--- config.mk ---
export PLATFORM = sky130hd
export DESIGN_NAME = cpcr_front
export DESIGN_NICKNAME = d
export VERILOG_FILES = /design/src/rtl/cpcr_pkg.sv /design/src/rtl/cpcr_front.sv
export SDC_FILE = /design/constraint.sdc
export NUM_CORES = 2
export LEC_CHECK = 0
export BUFFER_PORTS_ARGS = -buffer_cell sky130_fd_sc_hd__clkbuf_2
export CORE_MARGIN = 2
export CORE_UTILIZATION = 45
export CTS_BUF_LIST = sky130_fd_sc_hd__clkbuf_8
export DETAILED_ROUTE_END_ITERATION = 12
export GPL_TIMING_DRIVEN = 0
export HOLD_SLACK_MARGIN = 0.1
export PLACE_DENSITY = 0.74
export SYNTH_ARGS = -nofsm -noshare
export SYNTH_HDL_FRONTEND = slang
export SYNTH_SLANG_ARGS = --single-unit
--- constraint.sdc ---
create_clock -name clk -period 7.24 [get_ports clk]
set_input_delay 1.448 -clock clk [delete_from_list [all_inputs] [get_ports clk]]
set_output_delay 1.448 -clock clk [all_outputs]
set_load 0.03 [all_outputs]
--- src/rtl/cpcr_pkg.sv ---
`timescale 1ns / 1ps
// ----------------------------------------------------------------------------
// cpcr_pkg
// Types, widths and saturation helpers shared by the circle pair collision
// response pipeline.
// ----------------------------------------------------------------------------
package cpcr_pkg;

  // Field widths of the transactions.
  localparam int POS_W = 24;
  localparam int VEL_W = 16;
  localparam int RAD_W = 16;

  // Internal widths that follow from the field widths.
  localparam int RSUM_W    = RAD_W + 1;      // summed radii
  localparam int DIFF_W    = POS_W + 1;      // full centre difference
  localparam int MAG_W     = RSUM_W;         // |dx| when a collision is possible
  localparam int DXS_W     = MAG_W + 1;      // signed short centre difference
  localparam int SQ_W      = 2 * MAG_W;      // one square
  localparam int D2_W      = SQ_W + 1;       // squared distance
  localparam int ROOT_ITERS = (D2_W + 1) / 2;
  localparam int ROOT_W    = D2_W + 1;       // root accumulator width
  localparam int POS_SUM_W = POS_W + 2;
  localparam int VEL_SUM_W = VEL_W + 5;

  // Saturation limits.
  localparam logic signed [POS_SUM_W-1:0] POS_HI = POS_SUM_W'((1 << (POS_W - 1)) - 1);
  localparam logic signed [POS_SUM_W-1:0] POS_LO = -POS_HI - POS_SUM_W'(1);
  localparam logic signed [VEL_SUM_W-1:0] VEL_HI = VEL_SUM_W'((1 << (VEL_W - 1)) - 1);
  localparam logic signed [VEL_SUM_W-1:0] VEL_LO = -VEL_HI - VEL_SUM_W'(1);

  // One circle pair.
  typedef struct packed {
    logic signed [POS_W-1:0] first_x;
    logic signed [POS_W-1:0] first_y;
    logic        [RAD_W-1:0] first_radius;
    logic signed [VEL_W-1:0] first_vel_x;
    logic signed [VEL_W-1:0] first_vel_y;
    logic signed [POS_W-1:0] second_x;
    logic signed [POS_W-1:0] second_y;
    logic        [RAD_W-1:0] second_radius;
    logic signed [VEL_W-1:0] second_vel_x;
    logic signed [VEL_W-1:0] second_vel_y;
  } in_t;

  // One collision response.
  typedef struct packed {
    logic                    collided;
    logic signed [POS_W-1:0] new_first_x;
    logic signed [POS_W-1:0] new_first_y;
    logic signed [VEL_W-1:0] new_first_vel_x;
    logic signed [VEL_W-1:0] new_first_vel_y;
    logic signed [VEL_W-1:0] new_second_vel_x;
    logic signed [VEL_W-1:0] new_second_vel_y;
  } out_t;

  // Context that travels with a pair through the pipeline.
  typedef struct packed {
    in_t                      item;
    logic        [RSUM_W-1:0] rsum;
    logic                     hit;
    logic                     go;
    logic signed [DXS_W-1:0]  dx;
    logic signed [DXS_W-1:0]  dy;
    logic        [MAG_W-1:0]  root;
  } ctx_t;

  // Clamp a position sum to the field range.
  function automatic logic signed [POS_W-1:0] sat_pos(input logic signed [POS_SUM_W-1:0] v);
    logic signed [POS_SUM_W-1:0] c;
    c = v;
    if (v > POS_HI) begin
      c = POS_HI;
    end else if (v < POS_LO) begin
      c = POS_LO;
    end
    return c[POS_W-1:0];
  endfunction

  // Clamp a velocity sum to the field range.
  function automatic logic signed [VEL_W-1:0] sat_vel(input logic signed [VEL_SUM_W-1:0] v);
    logic signed [VEL_SUM_W-1:0] c;
    c = v;
    if (v > VEL_HI) begin
      c = VEL_HI;
    end else if (v < VEL_LO) begin
      c = VEL_LO;
    end
    return c[VEL_W-1:0];
  endfunction

endpackage

--- src/rtl/cpcr_front.sv ---
`timescale 1ns / 1ps
// ----------------------------------------------------------------------------
// cpcr_front
// Four stage front end: centre differences, magnitudes, squares and the exact
// collision test.
// ----------------------------------------------------------------------------
module cpcr_front (
  input  logic                         clk,
  input  logic                         rst_n,
  input  logic                         in_valid,
  input  cpcr_pkg::in_t                in_item,
  output logic                         out_valid,
  output cpcr_pkg::ctx_t               out_ctx,
  output logic [cpcr_pkg::D2_W-1:0]    out_d2
);

  localparam int DFW = cpcr_pkg::DIFF_W;
  localparam int RSW = cpcr_pkg::RSUM_W;
  localparam int SQW = cpcr_pkg::SQ_W;
  localparam int D2W = cpcr_pkg::D2_W;
  localparam int MW  = cpcr_pkg::MAG_W;
  localparam int DSW = cpcr_pkg::DXS_W;

  logic v1_r, v2_r, v3_r, v4_r;
  cpcr_pkg::in_t item1_r, item2_r, item3_r, item4_r;

  logic signed [DFW-1:0] dx1_r, dy1_r, dx1_nxt, dy1_nxt;
  logic [RSW-1:0]        rsum1_r, rsum2_r, rsum3_r, rsum4_r, rsum1_nxt;
  logic [DFW-1:0]        ax2_r, ay2_r, ax2_nxt, ay2_nxt;
  logic signed [DSW-1:0] dxs2_r, dys2_r, dxs3_r, dys3_r, dxs4_r, dys4_r;
  logic                  small3_r, small3_nxt;
  logic [SQW-1:0]        sqx3_r, sqy3_r, rr3_r, sqx3_nxt, sqy3_nxt, rr3_nxt;
  logic [D2W-1:0]        d24_r, d24_nxt;
  logic                  hit4_r, go4_r, hit4_nxt, go4_nxt;

  // Valid bits follow the pairs.
  always_ff @(posedge clk) begin
    if (!rst_n) begin
      v1_r <= 1'b0;
      v2_r <= 1'b0;
      v3_r <= 1'b0;
      v4_r <= 1'b0;
    end else begin
      v1_r <= in_valid;
      v2_r <= v1_r;
      v3_r <= v2_r;
      v4_r <= v3_r;
    end
  end

  // Stage 1 computes differences and the radius sum.
  always_comb begin
    dx1_nxt   = DFW'(in_item.first_x) - DFW'(in_item.second_x);
    dy1_nxt   = DFW'(in_item.first_y) - DFW'(in_item.second_y);
    rsum1_nxt = RSW'(in_item.first_radius) + RSW'(in_item.second_radius);
  end

  // Stage 2 takes magnitudes.
  always_comb begin
    ax2_nxt = dx1_r[DFW-1] ? DFW'(-dx1_r) : DFW'(dx1_r);
    ay2_nxt = dy1_r[DFW-1] ? DFW'(-dy1_r) : DFW'(dy1_r);
  end

  // Stage 3 screens far pairs and squares the short magnitudes.
  always_comb begin
    small3_nxt = (ax2_r < DFW'(rsum2_r)) && (ay2_r < DFW'(rsum2_r));
    sqx3_nxt   = SQW'(ax2_r[MW-1:0]) * SQW'(ax2_r[MW-1:0]);
    sqy3_nxt   = SQW'(ay2_r[MW-1:0]) * SQW'(ay2_r[MW-1:0]);
    rr3_nxt    = SQW'(rsum2_r) * SQW'(rsum2_r);
  end

  // Stage 4 forms the squared distance and the collision test.
  always_comb begin
    d24_nxt  = D2W'(sqx3_r) + D2W'(sqy3_r);
    hit4_nxt = small3_r && (d24_nxt < D2W'(rr3_r));
    go4_nxt  = hit4_nxt && ((sqx3_r != '0) || (sqy3_r != '0));
  end

  // Payload registers.
  always_ff @(posedge clk) begin
    item1_r  <= in_item;
    dx1_r    <= dx1_nxt;
    dy1_r    <= dy1_nxt;
    rsum1_r  <= rsum1_nxt;
    item2_r  <= item1_r;
    ax2_r    <= ax2_nxt;
    ay2_r    <= ay2_nxt;
    dxs2_r   <= dx1_r[DSW-1:0];
    dys2_r   <= dy1_r[DSW-1:0];
    rsum2_r  <= rsum1_r;
    item3_r  <= item2_r;
    small3_r <= small3_nxt;
    sqx3_r   <= sqx3_nxt;
    sqy3_r   <= sqy3_nxt;
    rr3_r    <= rr3_nxt;
    dxs3_r   <= dxs2_r;
    dys3_r   <= dys2_r;
    rsum3_r  <= rsum2_r;
    item4_r  <= item3_r;
    d24_r    <= d24_nxt;
    hit4_r   <= hit4_nxt;
    go4_r    <= go4_nxt;
    dxs4_r   <= dxs3_r;
    dys4_r   <= dys3_r;
    rsum4_r  <= rsum3_r;
  end

  assign out_valid     = v4_r;
  assign out_d2        = d24_r;
  assign out_ctx.item  = item4_r;
  assign out_ctx.rsum  = rsum4_r;
  assign out_ctx.hit   = hit4_r;
  assign out_ctx.go    = go4_r;
  assign out_ctx.dx    = dxs4_r;
  assign out_ctx.dy    = dys4_r;
  assign out_ctx.root  = '0;

endmodule

==> summary.md <==
| Metric | Value |
|---|---|
| Register area share after synthesis | 43.1% |
| Rel. slew slack | 36.8% |
| Met2 Wirelength | 56.2 mm |
| Max_cap viols | 0 |
| Post-CTS Repair Setup Buffers | 0 |
| RSZ-0062 raised after global routing | false |
| Worst Path Arrival | 7750 ps |
| CTS Root Cell | clkbuf_8 |
| Largest net degree at the start of global routing | 19 |
| Asr flop ratio synth | 0% |
| Num rows | 128 |
| Top post-synthesis cells by area | dfxtp_1 43%, fa_1 21%, ha_1 11% |
| Fin crit period | 6950 ps |
| All-layer global routing usage | 19.3% |
| IO buf count | 477 |
| FMAX | 144 MHz |
| M1 WL | 48.8 mm |
| Max Used Layer | met4 |
| Final Instance Count excl. Fillers | 7338 |
| Initial Utilization | 45.2% |
| CTS tree | done |
| Clock skew | 46.4 ps |
| Share of cells above drive strength 1 | 14.9% |
| Vias per Instance | 4.74 |
| Met3 Routed Length | 9.37 mm |
| Die X | 353 µm |
| Drt initial violations | 1785 |
| CP Max Fanout | 10 |
| Final instance area | 63400 µm² |
| Synth unique cells | 82 |
| Chip height | 353 µm |
| # nets final | 6832 |
| EDFF count, synth | 0 |
| Initial antenna violation count | 6 |
| Post-Syn Instances | 4902 |
| Slew @ Worst Pin | 948 ps |
| Yosys reg bits | 1180 |
| Crit start category | flop |
| Routed WL | 118 mm |
| Post-DP HPWL | 92.7 mm |
| Reg2Reg Setup Slack | 290 ps |
| Gr ovfl total | 0 |
| Status | complete, no violations |
| Drt wl/cell | 16.1 µm |
| Commonest non-fill, non-tap cell in the layout | dfxtp_1 |
| Cell Area, Placed | 59300 µm² |
| Warnings, synthesis | 0 |
| CTS H-tree depth | 4 |
| Routed Antenna Nets | 0 |
| Slew Limit Fails | 0 |
| Core box area | 121000 µm² |
| Most frequent cells in the layout | 1169 x dfxtp_1, 977 x inv_1, 576 x fa_1 |
| Critical Path RT | 8040 ps |
| First-pass GRT wire length | 190 mm |
| Synth Flop Type | dfxtp_1 |
| Setup-failing EPs final | 0 |
| Inst Count DP | 7020 |
| Full die area | 125000 µm² |
| Mapped Avg Cell Area | 11.2 µm² |
| Via count | 34763 |
| Period utilization | 95.9% |
| Worst setup EP type | flop |
| Final Hold Fails | 0 |
| Clk buf depth | 3 |
| RePlAce Congestion | 0.898 |
| First-pass DRT Iterations | 5 |
| Clk_lat worst skew | 920 ps |
| Synth-to-layout area growth | 15.6% |
| Post-synth top area cell | dfxtp_1 |
| Cts hold-fix bufs | 0 |
| Cell Area, Synth | 54900 µm² |
| # IOs | 495 |
| Drc violations | 0 |
| Yosys top cell area share | 43.1% |
| Crit Path Category | flop to flop |
| Clk pin slew, worst setup/hold paths | 70 ps |
| TritonCTS buffer count | 179 |
| TritonCTS Sinks | 1180 |
| Hold WC Path Type | flop to flop |
| Layout Utilization | 52.3% |
| Vias in the first global route | 37292 |
## flip-flops by register name, indices dropped and copies added (netlist names), 18 cells and up
name,count
item1_r,192
dys2_r,18
sqx3_r,33
out_d2,35
dxs2_r,18
ay2_r,24
dx1_r,25
item3_r,192
item2_r,192
sqy3_r,33
ax2_r,24
dys4_r,18
dy1_r,25
dxs4_r,18
out_ctx,192
rr3_r,33
## critical path, stage by stage (launching register included)
cell and delay (ps):
dfxtp_1 700, clkbuf_2 410, nand2_1 140, fa_1 520, fa_1 510, fa_1 510
inv_1 60, fa_1 500, fa_1 500, inv_1 50, fa_1 470, inv_1 40
ha_1 340, nand3_1 170, nor2_1 80, and3b_1 170, a311o_1 330, a311oi_2 440
nor2_1 110, a221o_1 340, o41a_1 330, xor2_1 150
## area by class of cell
cell class	count	area [µm²]
fillers	10636	58000
multi-input cells	2692	27300
flip-flops and latches	1180	23600
inverters	951	3580
clock buffers	218	3000
repair buffers	477	2390
well taps	1625	2030
clock inverters	100	1030
plain buffers	93	445
diodes	2	5.00
## timing repair
item / in CTS / in global routing
resized for setup: 20 / 29
gates cloned: 0 / 0
setup endpoints to repair: 9 / 11
pin swaps: 0 / 0
## final timing paths
kind | endpoint | start | cells after the start
worst max-delay path | sqy3_r[32] | ay2_r[3] | 21
worst min-delay path | dys4_r[16] | dys3_r[16] | 0
worst max register to register | sqy3_r[32] | ay2_r[3] | 21
worst min register to register | dys4_r[16] | dys3_r[16] | 0
## cells by family (layout without fill, tap and decap cells)
logic type / Yosys count / count (layout) / share of synthesized area [%]
other: 1 / 19 / 0.00684
and+or+nand+nor: 851 / 851 / 7.41
buffers and inverters: 1046 / 1839 / 7.29
muxes: 7 / 7 / 0.135
AOI/OAI and AO/OA: 514 / 514 / 6.15
DFF: 1180 / 1180 / 43.1
xor gates and xnor gates: 240 / 240 / 3.83
adders and majority gates: 1063 / 1063 / 32.1
## Yosys cell counts (4+ instances only)
cell type,count
dfxtp_1,1180
inv_1,942
fa_1,576
ha_1,487
nand2_1,318
xnor2_1,194
nor2_1,177
a21oi_1,145
and2_1,129
o21ai_0,89
a21o_1,87
clkbuf_1,75
xor2_1,46
nor2b_1,39
nand3_1,38
nor3_1,27
nor4_1,24
o21a_1,23
o21bai_1,22
o31ai_1,21
buf_4,19
nand2b_1,18
nand4_1,17
a31oi_1,16
o21ai_1,13
a211oi_1,12
and3_1,12
o211ai_1,12
or2_2,12
or3_1,9
o2111ai_1,8
or4_1,8
a211o_1,7
clkinv_1,7
o41ai_1,7
a221oi_1,5
nand3b_1,5
o31a_1,5
a41o_1,4
mux2i_1,4
## per-layer routing
metal,track usage [%],up-vias
met2,32.5,1010
li1,-,16638
met3,5.17,253
met5,0,-
met4,7.72,0
met1,23.6,16862
## through the flow
| stage | setup slack [ps] | hold slack [ps] | setup TNS, ps |
|---|---|---|---|
| 4_1_cts | 1.52 | 277 | 0 |
| 5_1_grt | 14.1 | 306 | 0 |
| 3_5_place_dp | -398 | 312 | -1920 |
| 6_report | 293 | 302 | 0 |
| 2_1_floorplan | 1000 | 310 | 0 |
| 3_3_place_gp | -265 | 310 | -1280 |
Power is left out: the tool's default activity adds up to more than one toggle a clock period on the data nets, which glitch-free logic cannot reach.
