$ cat src/rtl/cpcr_pkg.sv
`timescale 1ns / 1ps
// ----------------------------------------------------------------------------
// cpcr_pkg
// Types, widths and saturation helpers shared by the circle pair collision
// response pipeline.
// ----------------------------------------------------------------------------
package cpcr_pkg;

  // Field widths of the transactions.
  localparam int POS_W = 24;
  localparam int VEL_W = 16;
  localparam int RAD_W = 16;

  // Internal widths that follow from the field widths.
  localparam int RSUM_W    = RAD_W + 1;      // summed radii
  localparam int DIFF_W    = POS_W + 1;      // full centre difference
  localparam int MAG_W     = RSUM_W;         // |dx| when a collision is possible
  localparam int DXS_W     = MAG_W + 1;      // signed short centre difference
  localparam int SQ_W      = 2 * MAG_W;      // one square
  localparam int D2_W      = SQ_W + 1;       // squared distance
  localparam int ROOT_ITERS = (D2_W + 1) / 2;
  localparam int ROOT_W    = D2_W + 1;       // root accumulator width
  localparam int POS_SUM_W = POS_W + 2;
  localparam int VEL_SUM_W = VEL_W + 5;

  // Saturation limits.
  localparam logic signed [POS_SUM_W-1:0] POS_HI = POS_SUM_W'((1 << (POS_W - 1)) - 1);
  localparam logic signed [POS_SUM_W-1:0] POS_LO = -POS_HI - POS_SUM_W'(1);
  localparam logic signed [VEL_SUM_W-1:0] VEL_HI = VEL_SUM_W'((1 << (VEL_W - 1)) - 1);
  localparam logic signed [VEL_SUM_W-1:0] VEL_LO = -VEL_HI - VEL_SUM_W'(1);

  // One circle pair.
  typedef struct packed {
    logic signed [POS_W-1:0] first_x;
    logic signed [POS_W-1:0] first_y;
    logic        [RAD_W-1:0] first_radius;
    logic signed [VEL_W-1:0] first_vel_x;
    logic signed [VEL_W-1:0] first_vel_y;
    logic signed [POS_W-1:0] second_x;
    logic signed [POS_W-1:0] second_y;
    logic        [RAD_W-1:0] second_radius;
    logic signed [VEL_W-1:0] second_vel_x;
    logic signed [VEL_W-1:0] second_vel_y;
  } in_t;

  // One collision response.
  typedef struct packed {
    logic                    collided;
    logic signed [POS_W-1:0] new_first_x;
    logic signed [POS_W-1:0] new_first_y;
    logic signed [VEL_W-1:0] new_first_vel_x;
    logic signed [VEL_W-1:0] new_first_vel_y;
    logic signed [VEL_W-1:0] new_second_vel_x;
    logic signed [VEL_W-1:0] new_second_vel_y;
  } out_t;

  // Context that travels with a pair through the pipeline.
  typedef struct packed {
    in_t                      item;
    logic        [RSUM_W-1:0] rsum;
    logic                     hit;
    logic                     go;
    logic signed [DXS_W-1:0]  dx;
    logic signed [DXS_W-1:0]  dy;
    logic        [MAG_W-1:0]  root;
  } ctx_t;

  // Clamp a position sum to the field range.
  function automatic logic signed [POS_W-1:0] sat_pos(input logic signed [POS_SUM_W-1:0] v);
    logic signed [POS_SUM_W-1:0] c;
    c = v;
    if (v > POS_HI) begin
      c = POS_HI;
    end else if (v < POS_LO) begin
      c = POS_LO;
    end
    return c[POS_W-1:0];
  endfunction

  // Clamp a velocity sum to the field range.
  function automatic logic signed [VEL_W-1:0] sat_vel(input logic signed [VEL_SUM_W-1:0] v);
    logic signed [VEL_SUM_W-1:0] c;
    c = v;
    if (v > VEL_HI) begin
      c = VEL_HI;
    end else if (v < VEL_LO) begin
      c = VEL_LO;
    end
    return c[VEL_W-1:0];
  endfunction

endpackage

$ cat src/rtl/cpcr_resp.sv
`timescale 1ns / 1ps
// ----------------------------------------------------------------------------
// cpcr_resp
// Six stage response: signed normal, push-out along the normal, normal
// velocity exchange, rounding, saturation and the output register.
// ----------------------------------------------------------------------------
module cpcr_resp #(
  parameter int FRACTION_BITS = 8
) (
  input  logic                   clk,
  input  logic                   rst_n,
  input  logic                   in_valid,
  input  cpcr_pkg::ctx_t         in_ctx,
  input  logic [FRACTION_BITS:0] in_qx,
  input  logic [FRACTION_BITS:0] in_qy,
  output logic                   out_valid,
  output cpcr_pkg::out_t         out_result
);

  localparam int FB  = FRACTION_BITS;
  localparam int NB  = FB + 2;
  localparam int RVW = cpcr_pkg::VEL_W + 1;
  localparam int OVW = cpcr_pkg::RSUM_W + 1;
  localparam int PXW = RVW + NB;
  localparam int OXW = OVW + NB;
  localparam int DTW = PXW + 1;
  localparam int CFW = DTW + NB;
  localparam int PW  = OVW + 1;
  localparam int CRW = RVW + 3;
  localparam int PSW = cpcr_pkg::POS_SUM_W;
  localparam int VSW = cpcr_pkg::VEL_SUM_W;
  localparam int PSN = cpcr_pkg::POS_W;

  localparam logic signed [OXW:0] HALF_O   = (OXW + 1)'(1) << (FB - 1);
  localparam logic signed [OXW:0] HALF_OM1 = HALF_O - (OXW + 1)'(1);
  localparam logic signed [CFW:0] HALF_C   = (CFW + 1)'(1) << (2 * FB - 1);
  localparam logic signed [CFW:0] HALF_CM1 = HALF_C - (CFW + 1)'(1);

  logic v1_r, v2_r, v3_r, v4_r, v5_r, v6_r;
  cpcr_pkg::ctx_t ctx1_r, ctx2_r, ctx3_r, ctx4_r, ctx5_r;

  logic signed [RVW-1:0] rvx1_r, rvy1_r;
  logic signed [OVW-1:0] ov1_r;
  logic signed [NB-1:0]  nx1_r, ny1_r, nx2_r, ny2_r, nx3_r, ny3_r;
  logic signed [NB-1:0]  nx1_nxt, ny1_nxt;
  logic signed [PXW-1:0] px2_r, py2_r;
  logic signed [OXW-1:0] ox2_r, oy2_r;
  logic signed [DTW-1:0] dot3_r, dot3_nxt;
  logic signed [OXW:0]   oxa, oya;
  logic signed [PW-1:0]  pshx3_r, pshy3_r;
  logic signed [CFW-1:0] cfx4_r, cfy4_r;
  logic signed [PSN-1:0] nfx4_r, nfy4_r, nfx5_r, nfy5_r;
  logic signed [CFW:0]   cxa, cya;
  logic signed [CRW-1:0] cx5_r, cy5_r;
  cpcr_pkg::out_t        res_nxt, res6_r;

  always_ff @(posedge clk) begin
    if (!rst_n) begin
      v1_r <= 1'b0;
      v2_r <= 1'b0;
      v3_r <= 1'b0;
      v4_r <= 1'b0;
      v5_r <= 1'b0;
      v6_r <= 1'b0;
    end else begin
      v1_r <= in_valid;
      v2_r <= v1_r;
      v3_r <= v2_r;
      v4_r <= v3_r;
      v5_r <= v4_r;
      v6_r <= v5_r;
    end
  end

  // Stage 1 signs the normal.
  always_comb begin
    nx1_nxt = in_ctx.dx[cpcr_pkg::DXS_W-1] ? -$signed({1'b0, in_qx}) : $signed({1'b0, in_qx});
    ny1_nxt = in_ctx.dy[cpcr_pkg::DXS_W-1] ? -$signed({1'b0, in_qy}) : $signed({1'b0, in_qy});
  end

  // Stage 3 rounds the push to the position grid.
  always_comb begin
    oxa = (OXW + 1)'(ox2_r) + (ox2_r[OXW-1] ? HALF_OM1 : HALF_O);
    oya = (OXW + 1)'(oy2_r) + (oy2_r[OXW-1] ? HALF_OM1 : HALF_O);
    dot3_nxt = DTW'(px2_r) + DTW'(py2_r);
  end

  // Stage 5 rounds the normal velocity component.
  always_comb begin
    cxa = (CFW + 1)'(cfx4_r) + (cfx4_r[CFW-1] ? HALF_CM1 : HALF_C);
    cya = (CFW + 1)'(cfy4_r) + (cfy4_r[CFW-1] ? HALF_CM1 : HALF_C);
  end

  // Stage 6 selects the response or the passed-through pair.
  always_comb begin
    res_nxt.collided         = ctx5_r.hit;
    res_nxt.new_first_x      = ctx5_r.item.first_x;
    res_nxt.new_first_y      = ctx5_r.item.first_y;
    res_nxt.new_first_vel_x  = ctx5_r.item.first_vel_x;
    res_nxt.new_first_vel_y  = ctx5_r.item.first_vel_y;
    res_nxt.new_second_vel_x = ctx5_r.item.second_vel_x;
    res_nxt.new_second_vel_y = ctx5_r.item.second_vel_y;
    if (ctx5_r.go) begin
      res_nxt.new_first_x      = nfx5_r;
      res_nxt.new_first_y      = nfy5_r;
      res_nxt.new_first_vel_x  =
        cpcr_pkg::sat_vel(VSW'(ctx5_r.item.first_vel_x) + VSW'(cx5_r));
      res_nxt.new_first_vel_y  =
        cpcr_pkg::sat_vel(VSW'(ctx5_r.item.first_vel_y) + VSW'(cy5_r));
      res_nxt.new_second_vel_x =
        cpcr_pkg::sat_vel(VSW'(ctx5_r.item.second_vel_x) - VSW'(cx5_r));
      res_nxt.new_second_vel_y =
        cpcr_pkg::sat_vel(VSW'(ctx5_r.item.second_vel_y) - VSW'(cy5_r));
    end
  end

  // Payload registers.
  always_ff @(posedge clk) begin
    ctx1_r  <= in_ctx;
    rvx1_r  <= RVW'(in_ctx.item.second_vel_x) - RVW'(in_ctx.item.first_vel_x);
    rvy1_r  <= RVW'(in_ctx.item.second_vel_y) - RVW'(in_ctx.item.first_vel_y);
    ov1_r   <= $signed({1'b0, in_ctx.rsum}) - $signed(OVW'(in_ctx.root));
    nx1_r   <= nx1_nxt;
    ny1_r   <= ny1_nxt;

    ctx2_r  <= ctx1_r;
    px2_r   <= PXW'(rvx1_r) * PXW'(nx1_r);
    py2_r   <= PXW'(rvy1_r) * PXW'(ny1_r);
    ox2_r   <= OXW'(ov1_r) * OXW'(nx1_r);
    oy2_r   <= OXW'(ov1_r) * OXW'(ny1_r);
    nx2_r   <= nx1_r;
    ny2_r   <= ny1_r;

    ctx3_r  <= ctx2_r;
    dot3_r  <= dot3_nxt;
    pshx3_r <= PW'(oxa >>> FB);
    pshy3_r <= PW'(oya >>> FB);
    nx3_r   <= nx2_r;
    ny3_r   <= ny2_r;

    ctx4_r  <= ctx3_r;
    cfx4_r  <= CFW'(dot3_r) * CFW'(nx3_r);
    cfy4_r  <= CFW'(dot3_r) * CFW'(ny3_r);
    nfx4_r  <= cpcr_pkg::sat_pos(PSW'(ctx3_r.item.first_x) + PSW'(pshx3_r));
    nfy4_r  <= cpcr_pkg::sat_pos(PSW'(ctx3_r.item.first_y) + PSW'(pshy3_r));

    ctx5_r  <= ctx4_r;
    cx5_r   <= CRW'(cxa >>> (2 * FB));
    cy5_r   <= CRW'(cya >>> (2 * FB));
    nfx5_r  <= nfx4_r;
    nfy5_r  <= nfy4_r;

    res6_r  <= res_nxt;
  end

  assign out_valid  = v6_r;
  assign out_result = res6_r;

endmodule

$ cat config.mk
export PLATFORM = sky130hd
export DESIGN_NAME = cpcr_resp
export DESIGN_NICKNAME = d
export VERILOG_FILES = /design/src/rtl/cpcr_pkg.sv /design/src/rtl/cpcr_resp.sv
export SDC_FILE = /design/constraint.sdc
export NUM_CORES = 2
export LEC_CHECK = 0
export ABC_AREA = 1
export BUFFER_PORTS_ARGS = -buffer_cell sky130_fd_sc_hd__buf_2
export CORE_UTILIZATION = 25
export CTS_CLUSTER_DIAMETER = 40
export DETAILED_ROUTE_END_ITERATION = 16
export PLACE_DENSITY = 0.45
export SLEW_MARGIN = 30
export SYNTH_ARGS = -nofsm -noshare
export SYNTH_HDL_FRONTEND = slang
export SYNTH_SLANG_ARGS = --single-unit
$ cat constraint.sdc
create_clock -name clk -period 16 [get_ports clk]
set_clock_uncertainty 0.1 [all_clocks]
set_input_delay 1.6 -clock clk [delete_from_list [all_inputs] [get_ports clk]]
set_output_delay 1.6 -clock clk [all_outputs]
set_load 0.05 [all_outputs]
==> flow_summary.toml <==
[die]
io_pins = 399
initial_core_util = 0.2512
die_x_um = 589.0
die_h_um = 589.0
core_area_um2 = 343000
die_area_um2 = 346900
core.rowCount = 215

[setup_path]
worstPathMaxFanout = 29
endpoint_kind = "flop"
cpLargestDelayFamily = "adder cells"
critPathLaunchType = "flop"
worst_ep_arrival_time_ns = 6.96
critPathRequiredTime_ns = 16.69
criticalPathCategory = "reg2reg"
cpMaxStageDelayCell = "dfxtp_1"
cpPeakStageDelay_ns = 0.82
crit_chain = "buf_4 > nand2_1 > fa_1 > fa_1 > inv_1 > fa_1 > fa_1 > inv_1 > fa_1 > inv_1 > ha_1 > nand2_1 > nor2_1 > nand2_1 > nand2_1 > nand2_1 > nand3_1 > nand3_1 > nand2_1 > nand3_1 > nand2_1 > xor2_1"
critPathBufInv = 4
path_common_cell = "nand2_1"

[layout]
num-fill-cells = 37080
drive_above_1_share = 0.07651
nets = 12560
design_area_um2 = 99210
area_delta_synth_final_pct = 15.16

[synthesis]
yosys.area.top_type = "dfxtp_1"
synth_mux_area_frac = 0
synthSimpleGateAreaFrac = 0.1549
synthArstFlopShare = 0
synth_area_leaders = "dfxtp_1, fa_1, nand2_1"
synth_fa_ha_area_frac = 0.3501
netlist_instances = 10260
ys_top_cells_by_count = "nand2_1, inv_1, dfxtp_1"
ys.flop_type = "dfxtp_1"
synth_compound_area_frac = 0.05654
synth_top_family_by_area = "adder cells"
yosysMostFrequentCell = "nand2_1"
syn_area_per_cell_um2 = 8.400
ys_types = 56
synth_xor_area_frac = 0.04440
netlist_area_um2 = 86150
synth.top_cell.area_share = 0.2758
yosys_warnings = 0
synth-edff-count = 0
synth_nets = 12300
ys_seq_area_frac = 0.2758
ys_ff_latch = 1187

[timing]
rsz0062_at_grt = "no"
worstMarginPinSlew_ns = 1.155
max_slew_margin = 0.2220
hold_viol = 0
setup_slack_ns = 9.731
min_period_ns = 6.269
setup_viol = 0
hold_ws_ns = 0.1899
fmax_mhz = 159.5
setup_tns_ns = 0
period_share = 0.3918
report.final.slew_viol_count = 0

[place]
dpl_cell_area_um2 = 92710
port_buffers = 284
globalplace.congestion = 0.8436
place_hpwl_mm = 177.1
pre_cts_ws_ns = 9.676

[grt]
track_usage = 0.1326
overflow = 0
grt_pass1_vias = 65740
grt_pass1_wl_mm = 364.0
antenna_found_initial = 31
grt_max_degree = 59

[status]
outcome = "finished, final reports clean"

[clock_tree]
clk_latency_ns = 0.91
cts_max_level = 4
ctsHoldBuffers = 0
ctsResizeCount = 0
cts_made_buffers = 188
cts_sinks = 1187
cts_tree = "done"
cts_buffer_depth = 4
cts-root-buf = "clkbuf_16"
postCtsSetupBuffers = 0
cts.reportedPaths.clkPinSlew_ns = 0.06

[route]
vias = 62300
avgViaCountPerCell = 4.091
ant_nets = 0
drc = 0
first_iter_violations = 2841
firstDrtPassIters = 5
wire_per_inst_um = 14.78
totalWireLength_mm = 225.1

[worst_hold_path]
hp-class = "reg2reg"

[job]
maxCapViolCount = 0
[routing by layer]
metal	track usage	wire [um]
met1	0.1726	102400
met3	0.01576	8929
met4	0.03506	5113
met5	0	0
met2	0.2311	108700
[worst register-to-register path, cell delays in order (launching register included)]
cell     delay, ns
dfxtp_1       0.82
buf_4         0.55
nand2_1       0.19
fa_1          0.49
fa_1          0.55
inv_1         0.05
fa_1          0.45
fa_1          0.52
inv_1         0.06
fa_1          0.48
inv_1         0.05
ha_1          0.38
nand2_1       0.07
nor2_1        0.21
nand2_1       0.09
nand2_1       0.08
nand2_1       0.05
nand3_1       0.18
nand3_1       0.11
nand2_1       0.13
nand3_1       0.08
nand2_1       0.07
xor2_1        0.42
[sequential cells by signal (all words and copies together), names as in the netlist, 24 cells and up]
signal and flops:
cfx4_r 37, cfy4_r 37, ctx1_r 114, ctx2_r 114, ctx3_r 114, ctx4_r 114
ctx5_r 114, dot3_r 28, nfx4_r 24, nfx5_r 24, nfy4_r 24, nfy5_r 24
out_result 113, ox2_r 28, oy2_r 28, px2_r 27, py2_r 27
[area by class of cell]
type / instances / area (um2) / area share
clock inverters: 122 / 1499 / 0.01511
clock buffers: 220 / 4986 / 0.05026
diodes: 6 / 15.01 / 0.0001513
inverters: 2387 / 8962 / 0.09034
flip-flops and latches: 1187 / 23790 / 0.2398
repair buffers: 368 / 2052 / 0.02068
multi-input cells: 6381 / 52200 / 0.5262
well taps: 4557 / 5702 / 0.05747
[worst paths after layout]
check	slack, ns	cells after the start	to	startpoint
setup / recovery	9.73	22	oy2_r[24]	ny1_r[6]
hold / removal	0.19	0	ctx3_r[241]	ctx2_r[241]
setup reg to reg	9.73	22	oy2_r[24]	ny1_r[6]
hold reg to reg	0.19	0	ctx3_r[241]	ctx2_r[241]
[logic make-up after synthesis]
group / Yosys count
AND/OR/NAND/NOR: 3325
AO/OA/AOI/OAI: 861
XOR/XNOR: 435
buffers and inverters: 2687
flip-flops: 1187
adder cells (fa/ha/maj): 1760
[through the flow]
stage,util,std cells
2_1_floorplan,-,10260
3_3_place_gp,0.2703,14880
3_5_place_dp,0.2703,14880
4_1_cts,0.2892,15220
5_1_grt,0.2892,15220
6_report,0.2892,15230
[placed cells by master, fill, tap and decap left out, types with 46 or more instances in the layout]
master | Yosys | routed
a21o_1 | 46 | 46
ha_1 | 676 | 676
xnor2_1 | 156 | 156
clkbuf_16 | 0 | 189
buf_4 | 2 | 84
buf_2 | 5 | 284
a21oi_1 | 449 | 449
nand4_1 | 67 | 67
nand2_1 | 2403 | 2403
xor2_1 | 277 | 277
nor2_1 | 499 | 499
nand3_1 | 173 | 173
o21ai_0 | 186 | 186
inv_1 | 2385 | 2384
fa_1 | 1084 | 1084
nor3_1 | 67 | 67
dfxtp_1 | 1187 | 1167
Power is not shown: default switching activity piles up to over one toggle a cycle in this logic, so the estimate is an artifact.
